<file path="src/rtl/nnfs_pkg.sv">
// Shared types and constants of the nearest-neighbor frame scaler.
`timescale 1ns / 1ps
package nnfs_pkg;

  // Size limits
  localparam int MAX_SRC_WIDTH  = 512;
  localparam int MAX_SRC_HEIGHT = 256;
  localparam int MAX_DST_SIZE   = 4095;

  // 16.16 fixed point
  localparam int FRAC_BITS = 16;
  localparam int ACC_W     = 32;

  // Register and field widths
  localparam int SW_W       = 10;
  localparam int SH_W       = 9;
  localparam int DW_W       = 12;
  localparam int CNT_W      = 12;
  localparam int CFG_DATA_W = 12;
  localparam int PIX_W      = 32;

  // Frame store geometry
  localparam int STORE_DEPTH = MAX_SRC_WIDTH * MAX_SRC_HEIGHT;
  localparam int ADDR_W      = $clog2(STORE_DEPTH);
  localparam int LIMIT_W     = ADDR_W + 1;
  localparam int COL_W       = $clog2(MAX_SRC_WIDTH);
  localparam int ROW_W       = $clog2(MAX_SRC_HEIGHT);

  // Step divider
  localparam int DIVIDEND_W = SW_W + FRAC_BITS;
  localparam int DIV_CNT_W  = $clog2(DIVIDEND_W + 1);

  // Reset register values and the steps they give
  localparam logic [SW_W-1:0] RST_SRC_WIDTH  = SW_W'(320);
  localparam logic [SH_W-1:0] RST_SRC_HEIGHT = SH_W'(200);
  localparam logic [DW_W-1:0] RST_DST_WIDTH  = DW_W'(640);
  localparam logic [DW_W-1:0] RST_DST_HEIGHT = DW_W'(400);
  localparam logic [ACC_W-1:0] RST_COL_STEP  = ACC_W'((320 * 65536) / 640 + 1);
  localparam logic [ACC_W-1:0] RST_ROW_STEP  = ACC_W'((200 * 65536) / 400 + 1);

  typedef enum logic [1:0] {
    CFG_SRC_WIDTH,
    CFG_SRC_HEIGHT,
    CFG_DST_WIDTH,
    CFG_DST_HEIGHT
  } cfg_idx_t;

  typedef enum logic {
    OP_LOAD,
    OP_EMIT
  } op_t;

  typedef enum logic {
    ST_IDLE,
    ST_DIV
  } state_t;

  typedef struct packed {
    op_t              operation;
    logic [PIX_W-1:0] source_pixel;
  } in_t;

  typedef struct packed {
    logic [PIX_W-1:0] pixel;
    logic             row_end;
    logic             frame_end;
  } out_t;

endpackage

</file>
<file path="src/rtl/nnfs_div.sv">
// Radix-2 restoring divider that forms one scale step quotient, one bit per cycle.
`timescale 1ns / 1ps
module nnfs_div (
  input  logic                            clk,
  input  logic                            rst_n,
  input  logic                            start,
  input  logic [nnfs_pkg::DIVIDEND_W-1:0] dividend,
  input  logic [nnfs_pkg::DW_W-1:0]       divisor,
  output logic                            done,
  output logic [nnfs_pkg::DIVIDEND_W-1:0] quotient
);
  import nnfs_pkg::*;

  logic [DW_W-1:0]       rem_r;
  logic [DIVIDEND_W-1:0] quo_r;
  logic [DW_W-1:0]       dvs_r;
  logic [DIV_CNT_W-1:0]  cnt_r;
  logic                  done_r;

  logic [DW_W:0] shifted;
  logic [DW_W:0] diff;
  logic          fits;

  // Shift in the next dividend bit and try the subtraction
  always_comb begin
    shifted = {rem_r, quo_r[DIVIDEND_W-1]};
    diff    = shifted - {1'b0, dvs_r};
    fits    = (shifted >= {1'b0, dvs_r});
  end

  // Count iterations and flag the last one
  always_ff @(posedge clk) begin
    if (!rst_n) begin
      cnt_r  <= '0;
      done_r <= 1'b0;
    end else begin
      done_r <= (cnt_r == DIV_CNT_W'(1));
      if (start) begin
        cnt_r <= DIV_CNT_W'(DIVIDEND_W);
      end else if (cnt_r != '0) begin
        cnt_r <= cnt_r - DIV_CNT_W'(1);
      end
    end
  end

  // Load operands, then retire one quotient bit per cycle
  always_ff @(posedge clk) begin
    if (start) begin
      rem_r <= '0;
      quo_r <= dividend;
      dvs_r <= divisor;
    end else if (cnt_r != '0) begin
      rem_r <= fits ? diff[DW_W-1:0] : shifted[DW_W-1:0];
      quo_r <= {quo_r[DIVIDEND_W-2:0], fits};
    end
  end

  assign done     = done_r;
  assign quotient = quo_r;

endmodule

</file>
<file path="config.mk">
export PLATFORM = sky130hd
export DESIGN_NAME = nnfs_div
export DESIGN_NICKNAME = d
export VERILOG_FILES = /design/src/rtl/nnfs_pkg.sv /design/src/rtl/nnfs_div.sv
export SDC_FILE = /design/constraint.sdc
export NUM_CORES = 1
export LEC_CHECK = 0
export BUFFER_PORTS_ARGS = -buffer_cell sky130_fd_sc_hd__buf_2
export CELL_PAD_IN_SITES_DETAIL_PLACEMENT = 1
export CELL_PAD_IN_SITES_GLOBAL_PLACEMENT = 2
export CORE_MARGIN = 5
export CORE_UTILIZATION = 31
export DETAILED_ROUTE_END_ITERATION = 12
export PLACE_DENSITY = 0.75
export SLEW_MARGIN = 20
export SYNTH_ARGS = -nofsm -noshare
export SYNTH_HDL_FRONTEND = slang
export SYNTH_SLANG_ARGS = --single-unit
</file>
<file path="constraint.sdc">
create_clock -name clk -period 2 [get_ports clk]
set_clock_uncertainty 0.15 [all_clocks]
set_input_delay 0.2 -clock clk [delete_from_list [all_inputs] [get_ports clk]]
set_output_delay 0.2 -clock clk [all_outputs]
set_load 0.05 [all_outputs]
</file>
==> results of run 1 <==
==> area by class of cell <==
class / count / area [um^2] / share of cell area
tap: 111 / 139 / 0.0325
sequential: 56 / 1500 / 0.351
inverter: 19 / 71.3 / 0.0167
timing repair inverter: 1 / 7.51 / 0.00176
clock inverter: 3 / 25.0 / 0.00585
multi-input combinational: 168 / 1530 / 0.357
timing repair buffer: 135 / 938 / 0.219
clock buffer: 5 / 68.8 / 0.0161
==> synth_stat cells (5+ instances only) <==
cell type,count
dfxtp_1,18
nand2_1,10
inv_1,19
xor2_1,6
ha_1,14
o21ai_0,7
edfxtp_1,38
nand3_1,9
clkbuf_1,5
nor2_1,19
a21oi_1,11
mux2_2,25
==> metrics by stage <==
stage | std cells | utilization | hold slack (ns) | cell area [um^2]
2_1_floorplan | 250 | - | 0.149 | 2940
3_3_place_gp | 465 | 0.406 | 0.228 | 3720
3_5_place_dp | 465 | 0.406 | 0.229 | 3720
4_1_cts | 494 | 0.456 | 0.0144 | 4170
5_1_grt | 498 | 0.467 | 0.00344 | 4280
6_report | 498 | 0.467 | 0.0272 | 4280
==> metal layers <==
| layer | vias to the layer above | GRT usage | share of wire |
|---|---|---|---|
| met4 | 0 | 0.0311 | 0.013 |
| met1 | 1214 | 0.165 | 0.41 |
| met3 | 10 | 0.0482 | 0.065 |
| met5 | - | 0 | 0 |
| li1 | 1201 | - | - |
| met2 | 56 | 0.273 | 0.52 |
==> how the worst min path moves through the flow <==
stage | from | to | slack (ns)
2_1_floorplan | divisor[0] | dvs_r[0] | 0.15
3_3_place_gp | divisor[11] | dvs_r[11] | 0.23
3_5_place_dp | divisor[0] | dvs_r[0] | 0.23
4_1_cts | dividend[14] | quotient[14] | 0.01
5_1_grt | dividend[8] | quotient[8] | 0.003
6_report | dividend[9] | quotient[9] | 0.03
==> sequential cells by signal (all words and copies together), names as in the netlist <==
signal    cells
dvs_r        12
quotient     26
rem_r        12
done          1
cnt_r         5
==> repair_timing <==
item,4_1_cts,5_1_grt
hold endpoints to repair,14,0
hold buffers,13,0
gates resized for setup,31,20
setup buffers,6,4
endpoints found under the setup margin,13,13
pin swaps,23,16
gates cloned,2,1
==> worst max-delay path, delay by kind of cell, from the launching register on <==
kind,cells,cell delay [ns]
AOI/OAI and AO/OA,5,0.92
adders and majority gates,1,0.20
DFF,1,0.40
buffers and inverters,4,0.49
==> power by group through the flow <==
| stage | registers, mW | logic, mW | clock network, mW |
|---|---|---|---|
| final | 1.66 | 3.14 | 0.685 |
| after global routing | 1.69 | 3.38 | 0.770 |
| after CTS | 1.66 | 2.98 | 0.710 |
| after detailed placement | 1.67 | 2.37 | 0 |
| after global placement | 1.66 | 2.34 | 0 |
| after floorplan | 1.96 | 1.19 | 0 |
==> layout by cell type, fill, tap and decap left out, types with 4 or more instances in the layout <==
| master | n |
|---|---|
| nand2_1 | 9 |
| o211ai_1 | 4 |
| inv_1 | 15 |
| o21a_1 | 4 |
| nand4_1 | 4 |
| nor2_1 | 18 |
| buf_4 | 47 |
| nand3_1 | 6 |
| inv_2 | 4 |
| dfxtp_1 | 18 |
| dlygate4sd3_1 | 13 |
| xor2_1 | 6 |
| mux2_2 | 25 |
| buf_2 | 67 |
| ha_1 | 10 |
| a21oi_1 | 8 |
| ha_4 | 4 |
| edfxtp_1 | 38 |
| clkbuf_8 | 5 |
| buf_6 | 4 |
==> logic make-up after synthesis <==
| logic type | after synthesis | synth area share |
|---|---|---|
| buf+inv | 27 | 0.0406 |
| xor+xnor | 9 | 0.0272 |
| flops | 56 | 0.519 |
| simple gates | 62 | 0.105 |
| mux | 26 | 0.101 |
| fa+ha+maj | 15 | 0.0674 |
| compound gates | 55 | 0.140 |
==> metrics.md, run 1 <==
| Metric | Value |
|---|---|
| Placer Congestion | `0.787` |
| Post-synth EDFFs | `38` |
| Post-synth top area share | `0.394` |
| Most common cell on crit path | `buf_6` |
| Slew headroom | `0.744` |
| Largest net degree at the start of global routing | `29` |
| Maxcap violations | `0` |
| Switching portion of total power | `0.406` |
| R2R Setup Slk | `-0.23 ns` |
| CTS tree | `yes` |
| TritonCTS Sinks | `56` |
| Via-per-instance ratio | `4.98` |
| Tmin final | `2.23 ns` |
| Critical path endpoint | `rem_r[1]` |
| Root Driver | `clkbuf_8` |
| Global route overflow | `0` |
| Worst Hold Depth | `2` |
| Setup ws final | `-0.226 ns` |
| Antenna violations before repair | `0` |
| Initial DRT Pass Iterations | `4` |
| Critical Path Start | `dvs_r[6]` |
| Max IR drop VDD | `404 uV` |
| Clock slew at reported path FFs | `0.12 ns` |
| Num CTS Buffers | `5` |
| Die Area | `11400 um^2` |
| F_max | `449 MHz` |
| Global-route wire length before repair | `13500 um` |
| Vias in the first global route | `2813` |
| Worst setup EP type | `flop` |
| Number of hold violations in the final report | `0` |
| Yosys warnings | `0` |
| CP required | `2.11 ns` |
| Worst Path Arrival | `2.34 ns` |
| Primary FF master, synth | `edfxtp_1` |
| Clk network pwr share | `0.125` |
| Synth top area cells | `edfxtp_1 (39%), dfxtp_1 (12%), mux2_2 (9.7%)` |
| Wire per inst | `16.9 um` |
| Final WL | `8400 um` |
| Synthesized area | `2890 um^2` |
| CTS Buffer Depth | `2` |
| Sequential share of the synthesized area | `0.519` |
| Port Buffers | `67` |
| Die width | `107 um` |
| DP HPWL | `5930 um` |
| Syn_area_per_cell | `11.6 um^2` |
| Pins Over Slew Limit | `0` |
| Run status | `finished, violations left` |
| Area grow syn2layout | `47.8%` |
| Crit-path cells | `inv_2 > ha_4 > a21oi_4 > o21ai_4 > a2111oi_4 > buf_6 > buf_6 > clkinvlp_4 > o21ai_2 > a32o_1` |
| DR DRC count | `0` |
| All-layer global routing usage | `0.148` |
| CORE AREA | `9150 um^2` |
| PnR Total Power | `5.48 mW` |
| Worst r2r dst | `rem_r[1]` |
| CP Launch Type | `flop` |
| ANT cells | `0` |
| Chip height | `107 um` |
| Post-route ant nets | `0` |
| Cells after Synth | `250` |
| Drt initial violations | `79` |
| Cell Int Power | `3.25 mW` |
| # IOs | `68` |
| NumNets Final | `442` |
| Psw | `2.23 mW` |
| Synth Register Bits | `56` |
| Crit path kind | `flop to flop` |
| Setup TNS | `-2.08 ns` |
| Fill count | `1019` |
| Unrepaired setup endpoints after global routing | `true` |
| Worst hold-check path type | `primary input to flop` |
| Starting Density | `0.316` |
| R2R cell count | `10` |
| Slowest CP cell | `edfxtp_1` |
| Mapped Nets | `306` |
| Final period util | `1.11` |
| Place WS | `-0.376 ns` |
| RR Startpoint | `dvs_r[6]` |
| Violated checks | `negative setup slack` |
| Worst-Skew Late Latency | `0.32 ns` |
| Leading area contributor after synthesis | `edfxtp_1` |
| Number of H-tree levels | `2` |
| Crit Path Max Fanout | `4` |
| Via count | `2481` |
| Combinational cell fraction of total power | `0.573` |
| PwrDens | `1280 nW/um^2` |
| Layout cells sized above 1 | `0.509` |
| Max incr delay on CP | `0.40 ns` |
| Measured slew at the worst slew-check pin | `0.384 ns` |
| Flop pwr share | `0.302` |
| Row Count | `35` |
| Cell variety after synth | `46` |
| Pleak | `1.85 nW` |
| Final setup fails | `13` |
| Post-synth ARST share | `0` |
Power figures use the tool's default switching activity.
==> run 2: changes to the inputs <==
Settings changed: CORE_UTILIZATION 31 to 32, CTS_BUF_LIST from default to sky130_fd_sc_hd__clkbuf_8, PLACE_DENSITY 0.75 to 0.77.
==> run 2 against run 1 <==
The run still ends with negative setup slack left. Final area down 1.6%. Routed wire length down 1.8%. Critical path type unchanged. Global-route usage up 0.54 points. Combinational power down 9.6%. Power down 5.3%. Critical path depth down 2. Non-clock buffer count down 4. Core utilization up 1.3 points. Sequential cell count unchanged. Register-to-register slack better by 0.09 ns. Cell count down 1.6%. Sequential power about the same.
==> metrics.md, run 2 (synthesis gave the netlist of run 1 again) <==
| Metric | Value |
|---|---|
| Unrepaired setup endpoints after global routing | `true (unchanged)` |
| CTS tree | `yes (unchanged)` |
| Num CTS Buffers | `5 (unchanged)` |
| R2R cell count | `8 (was 10)` |
| Worst r2r dst | `rem_r[8] (was rem_r[1])` |
| F_max | `468 MHz (was 449 MHz)` |
| Worst Path Buf+Inv | `0 (was 4)` |
| Final setup fails | `13 (unchanged)` |
| Max reg flops | `26 (unchanged)` |
| Wire per inst | `16.8 um (was 16.9 um)` |
| All-layer global routing usage | `0.153 (was 0.148)` |
| CP Launch Type | `flop (unchanged)` |
| Chip height | `105 um (was 107 um)` |
| CP required | `2.10 ns (was 2.11 ns)` |
| NumNets Final | `437 (was 442)` |
| Combinational cell fraction of total power | `0.547 (was 0.573)` |
| Worst-Skew Late Latency | `0.32 ns (about the same)` |
| Max incr delay on CP | `0.43 ns (was 0.40 ns)` |
| Commonest cells after routing, fill and taps aside | `buf_2 (67), buf_4 (44), edfxtp_1 (38) (was buf_2 (67), buf_4 (47), edfxtp_1 (38))` |
| Root Driver | `clkbuf_8 (unchanged)` |
| Post-route cell area | `4210 um^2 (was 4280 um^2)` |
| Clock slew at reported path FFs | `0.12 ns (about the same)` |
| Die width | `105 um (was 107 um)` |
| ANT cells | `0 (unchanged)` |
| Min-Delay Endpoint | `quotient[7] (was quotient[9])` |
| Number of H-tree levels | `2 (unchanged)` |
| Final WL | `8260 um (was 8400 um)` |
| Final period util | `1.07 (was 1.11)` |
| TritonCTS Sinks | `56 (unchanged)` |
| R2R Setup Slk | `-0.14 ns (was -0.23 ns)` |
| Drt initial violations | `77 (was 79)` |
| Switching portion of total power | `0.411 (was 0.406)` |
| Row Count | `34 (was 35)` |
| Commonest non-fill, non-tap cell in the layout | `buf_2 (unchanged)` |
| Measured slew at the worst slew-check pin | `0.544 ns (was 0.384 ns)` |
| DP HPWL | `6130 um (was 5930 um)` |
| Run status | `finished, violations left (unchanged)` |
| Psw | `2.14 mW (was 2.23 mW)` |
| PwrDens | `1230 nW/um^2 (was 1280 nW/um^2)` |
| Crit Path Max Fanout | `4 (unchanged)` |
| CP top delay family | `compound AO/OA/AOI/OAI gates (unchanged)` |
| Area grow syn2layout | `45.4% (was 47.8%)` |
| Hold slack | `0.0216 ns (was 0.0272 ns)` |
| Slowest CP cell | `edfxtp_1 (unchanged)` |
| Max IR drop VDD | `631 uV (was 404 uV)` |
| Violated checks | `negative setup slack (unchanged)` |
| Largest net degree at the start of global routing | `27 (was 29)` |
| Worst setup EP type | `flop (unchanged)` |
| Vias in the first global route | `2777 (was 2813)` |
| Global-route wire length before repair | `13800 um (was 13500 um)` |
| Crit path kind | `flop to flop (unchanged)` |
| # IOs | `68 (unchanged)` |
| Via count | `2468 (was 2481)` |
| Initial DRT Pass Iterations | `4 (unchanged)` |
| CTS Buffer Depth | `2 (unchanged)` |
| Hold path start | `dividend[7] (was dividend[9])` |
| Layout cells sized above 1 | `0.513 (was 0.509)` |
| Number of hold violations in the final report | `0 (unchanged)` |
| Placer Congestion | `0.773 (was 0.787)` |
| Worst Path Arrival | `2.23 ns (was 2.34 ns)` |
| Maxcap violations | `0 (unchanged)` |
| Worst hold-check path type | `primary input to flop (unchanged)` |
| Starting Density | `0.330 (was 0.316)` |
| Crit-path cells | `ha_4 > fa_2 > nor2b_4 > o21bai_1 > a21boi_2 > o41ai_2 > xor2_1 > o211ai_1 (was inv_2 > ha_4 > a21oi_4 > o21ai_4 > a2111oi_4 > buf_6 > buf_6 > clkinvlp_4 > o21ai_2 > a32o_1)` |
| Via-per-instance ratio | `5.04 (was 4.98)` |
| Tmin final | `2.14 ns (was 2.23 ns)` |
| RR Startpoint | `dvs_r[0] (was dvs_r[6])` |
| DR DRC count | `0 (unchanged)` |
| Post-route ant nets | `0 (unchanged)` |
| Flop pwr share | `0.319 (was 0.302)` |
| Cell Int Power | `3.06 mW (was 3.25 mW)` |
| CORE AREA | `8760 um^2 (was 9150 um^2)` |
| Setup ws final | `-0.135 ns (was -0.226 ns)` |
| Clk network pwr share | `0.134 (was 0.125)` |
| Global route overflow | `0 (unchanged)` |
| Place WS | `-0.383 ns (was -0.376 ns)` |
| Post-DP Area | `3710 um^2 (was 3720 um^2)` |
| Die Area | `11000 um^2 (was 11400 um^2)` |
| Pleak | `1.82 nW (was 1.85 nW)` |
| Fill count | `973 (was 1019)` |
| Worst Hold Depth | `2 (unchanged)` |
| Pins Over Slew Limit | `0 (unchanged)` |
| Port Buffers | `67 (unchanged)` |
| Antenna violations before repair | `1 (was 0)` |
| Slew headroom | `0.637 (was 0.744)` |
run 2: power by group through the flow:
stage / clock network [mW] / registers, mW / logic, mW
after floorplan: 0 / 1.96 / 1.19
after global placement: 0 / 1.66 / 2.37
after detailed placement: 0 / 1.67 / 2.42
after CTS: 0.718 / 1.66 / 2.77
after global routing: 0.767 / 1.69 / 3.07
final: 0.694 / 1.66 / 2.84
run 2: worst max-delay path by stage:
stage                              to    startpoint  slack (ns)  depth (start not counted)
after global placement       rem_r[5]      dvs_r[6]       -0.30                          8
final                        rem_r[8]      dvs_r[0]       -0.14                          8
after global routing         rem_r[8]      dvs_r[0]       -0.26                          8
after detailed placement     rem_r[3]      dvs_r[6]       -0.38                          8
after CTS                    rem_r[8]      dvs_r[0]       -0.17                          8
after floorplan           quotient[0]  quotient[25]       -0.32                          9
run 2: worst register-to-register path: cells and delay by family, from the launching register on:
kind            cells  cell delay [ns]
compound gates      4             0.64
fa+ha+maj           2             0.56
simple gates        1             0.14
xor+xnor            1             0.16
flops               1             0.43
run 2: area by class of cell:
cell class | count | area (um^2) | share of cell area
clock buffers | 5 | 68.8 | 0.0163
flip-flops and latches | 56 | 1500 | 0.357
multi-input cells | 168 | 1520 | 0.362
clock inverters | 3 | 25.0 | 0.00595
well taps | 108 | 135 | 0.0321
repair buffers | 131 | 883 | 0.210
inverters | 19 | 71.3 | 0.0169
run 2: metal layers:
layer,share of wire,track usage
met5,0.0016,0
met4,0.0092,0.0292
met2,0.48,0.256
met3,0.076,0.0610
met1,0.44,0.188
run 2: repair_timing:
action,CTS,global route
hold endpoints to repair,14,0
pin swaps,12,6
hold buffers,13,0
gates cloned,2,0
setup endpoints to repair,13,13
resized for setup,42,10
buffers inserted,3,1
run 2: metrics by stage:
step / util / total power, mW / setup TNS [ns] / cells
floorplan: - / 3.15 / -3.73 / 250
global placement: 0.423 / 4.03 / -3.01 / 463
detailed placement: 0.423 / 4.09 / -3.56 / 463
CTS: 0.474 / 5.15 / -1.35 / 489
global route: 0.480 / 5.53 / -2.44 / 490
finish: 0.480 / 5.19 / -1.19 / 490
==> run 3: changes to the inputs <==
Settings changed: BUFFER_PORTS_ARGS -buffer_cell sky130_fd_sc_hd__buf_2 to default, CORE_UTILIZATION 32 to 38, DONT_BUFFER_PORTS from default to 1.
==> run 3 against run 2 <==
The run still ends with negative setup slack left. Sequential cell count unchanged. Power increased by 14%. Die area decreased by 14%. Clock power decreased by 3%. Clock-buffer cell count unchanged. Sequential share of layout area decreased by 4.1 points. Core utilization increased by 17 points. Setup slack got worse by 0.18 ns. Non-clock buffer count increased by 20. Final area increased by 13%. Register-to-register slack got worse by 0.18 ns.
==> metrics.md, run 3 (synthesis gave the netlist of run 1 again) <==
| Metric | Value |
|---|---|
| Unrepaired setup endpoints after global routing | `true (unchanged)` |
| Flip-flop and latch area | `1500 um^2 (unchanged)` |
| Initial DRT Pass Iterations | `4 (unchanged)` |
| Setup TNS | `-2.65 ns (was -1.19 ns)` |
| Pins Over Slew Limit | `0 (unchanged)` |
| Root Driver | `clkbuf_8 (unchanged)` |
| F_max | `432 MHz (was 468 MHz)` |
| Die Area | `9460 um^2 (was 11000 um^2)` |
| Drt initial violations | `197 (was 77)` |
| Max reg flops | `26 (unchanged)` |
| Setup ws final | `-0.315 ns (was -0.135 ns)` |
| Most common cell on crit path | `inv_2` |
| CP required | `2.06 ns (was 2.10 ns)` |
| Worst Path Arrival | `2.37 ns (was 2.23 ns)` |
| Violated checks | `negative setup slack (unchanged)` |
| PwrDens | `1240 nW/um^2 (was 1230 nW/um^2)` |
| TritonCTS Sinks | `56 (unchanged)` |
| Global route overflow | `0 (unchanged)` |
| Row Count | `31 (was 34)` |
| Commonest non-fill, non-tap cell in the layout | `buf_4 (was buf_2)` |
| DR DRC count | `0 (unchanged)` |
| Layout cells sized above 1 | `0.415 (was 0.513)` |
| Crit path kind | `flop to flop (unchanged)` |
| Commonest cells after routing, fill and taps aside | `buf_4 (75), dlygate4sd3_1 (66), edfxtp_1 (38) (was buf_2 (67), buf_4 (44), edfxtp_1 (38))` |
| Worst Path Buf+Inv | `3 (was 0)` |
| Maxcap violations | `0 (unchanged)` |
| CP Launch Type | `flop (unchanged)` |
| Pleak | `1.95 nW (was 1.82 nW)` |
| DP HPWL | `5220 um (was 6130 um)` |
| Port Buffers | `0 (was 67)` |
| CTS Buffer Depth | `2 (unchanged)` |
| Number of H-tree levels | `2 (unchanged)` |
| Worst hold-check path type | `primary input to flop (unchanged)` |
| Worst-Skew Late Latency | `0.33 ns (was 0.32 ns)` |
| Crit-path cells | `inv_2 > ha_4 > a21oi_4 > o21ai_4 > a2111oi_4 > inv_2 > buf_6 > o211ai_1 > a311oi_2 (was ha_4 > fa_2 > nor2b_4 > o21bai_1 > a21boi_2 > o41ai_2 > xor2_1 > o211ai_1)` |
| Max incr delay on CP | `0.43 ns (about the same)` |
| Number of hold violations in the final report | `0 (unchanged)` |
| Clock slew at reported path FFs | `0.12 ns (about the same)` |
| Num CTS Buffers | `5 (unchanged)` |
| Slew headroom | `0.641 (was 0.637)` |
| CTS tree | `yes (unchanged)` |
| Wire per inst | `21.9 um (was 16.8 um)` |
| Placer Congestion | `0.730 (was 0.773)` |
| Final setup fails | `13 (unchanged)` |
| Final WL | `11000 um (was 8260 um)` |
| Tmin final | `2.31 ns (was 2.14 ns)` |
| Measured slew at the worst slew-check pin | `0.538 ns (was 0.544 ns)` |
| Post-route cell area | `4750 um^2 (was 4210 um^2)` |
| CORE AREA | `7330 um^2 (was 8760 um^2)` |
| Die width | `97.3 um (was 105 um)` |
| Largest net degree at the start of global routing | `29 (was 27)` |
| Via-per-instance ratio | `5.42 (was 5.04)` |
| Final period util | `1.16 (was 1.07)` |
| Area grow syn2layout | `64.2% (was 45.4%)` |
| All-layer global routing usage | `0.214 (was 0.153)` |
| Post-DP Area | `3520 um^2 (was 3710 um^2)` |
| Starting Density | `0.395 (was 0.330)` |
| Multi-input logic area | `1610 um^2 (was 1520 um^2)` |
| Chip height | `97.3 um (was 105 um)` |
| Via count | `2721 (was 2468)` |
| Antenna violations before repair | `1 (unchanged)` |
| Fill count | `711 (was 973)` |
| Post-route ant nets | `0 (unchanged)` |
| Run status | `finished, violations left (unchanged)` |
| Global-route wire length before repair | `16000 um (was 13800 um)` |
| CP top delay family | `compound AO/OA/AOI/OAI gates (unchanged)` |
| NumNets Final | `457 (was 437)` |
| Slowest CP cell | `a2111oi_4 (was edfxtp_1)` |
| R2R Setup Slk | `-0.31 ns (was -0.14 ns)` |
| Vias in the first global route | `2971 (was 2777)` |
| Worst setup EP type | `flop (unchanged)` |
| Max IR drop VDD | `652 uV (was 631 uV)` |
| Crit Path Max Fanout | `3 (was 4)` |
| # IOs | `68 (unchanged)` |
[run 3: changes by cell type in the layout (fill, tap and decap cells not counted), sizes merged]
cell / previous run / this run
clkinvlp: 1 / 0
buf: 118 / 85
dlygate4sd3: 13 / 66
diode: 0 / 1
inv: 21 / 22
[run 3: power by group]
group	total [mW]	internal, mW	switching [mW]
clock	0.674	0.253	0.421
sequential	1.70	1.50	0.200
combinational	3.53	1.71	1.83
[run 3: final timing paths]
| kind | cells after the start | endpoint | startpoint |
|---|---|---|---|
| max reg2reg | 9 | rem_r[9] | dvs_r[6] |
| max | 9 | rem_r[9] | dvs_r[6] |
| min | 3 | rem_r[10] | start |
| min reg2reg | 1 | done | cnt_r[4] |
[run 3: final cells by class]
class / count / area share
clock buffers: 5 / 0.0145
clock inverters: 3 / 0.00448
repair buffers: 151 / 0.285
flip-flops and latches: 56 / 0.316
multi-input cells: 168 / 0.339
well taps: 99 / 0.0261
diodes: 1 / 0.000527
inverters: 19 / 0.0150
[run 3: repair_timing]
item                       in CTS  in global routing
buffers inserted               11                  6
setup endpoints to repair      38                 41
pin swaps                      13                 16
gates cloned                    1                  0
hold endpoints to repair       63                  0
hold buffers                   67                  0
resized for setup              37                 29
[run 3: worst min-delay path, delay by kind of cell]
kind,cells,cell delay (ns)
AO/OA/AOI/OAI,2,0.18
AND/OR/NAND/NOR,1,0.10
[run 3: per-layer routing]
layer  vias up  part of all wire  GRT usage
li1       1232                 -          -
met1      1348              0.41      0.258
met2       110              0.50      0.369
met3        31             0.053     0.0467
met4         0             0.035     0.0852
met5         -                 0          0
[run 3: per-stage QoR]
stage	total power, mW	hold slack [ns]	cells	setup slack (ns)	utilization
floorplan	3.15	0.149	250	-0.325	-
global route	6.19	0.0388	502	-0.362	0.648
finish	5.91	0.0688	502	-0.315	0.648
global placement	3.94	0.133	408	-0.258	0.480
detailed placement	3.99	0.133	408	-0.348	0.480
CTS	5.30	0.146	495	-0.141	0.622
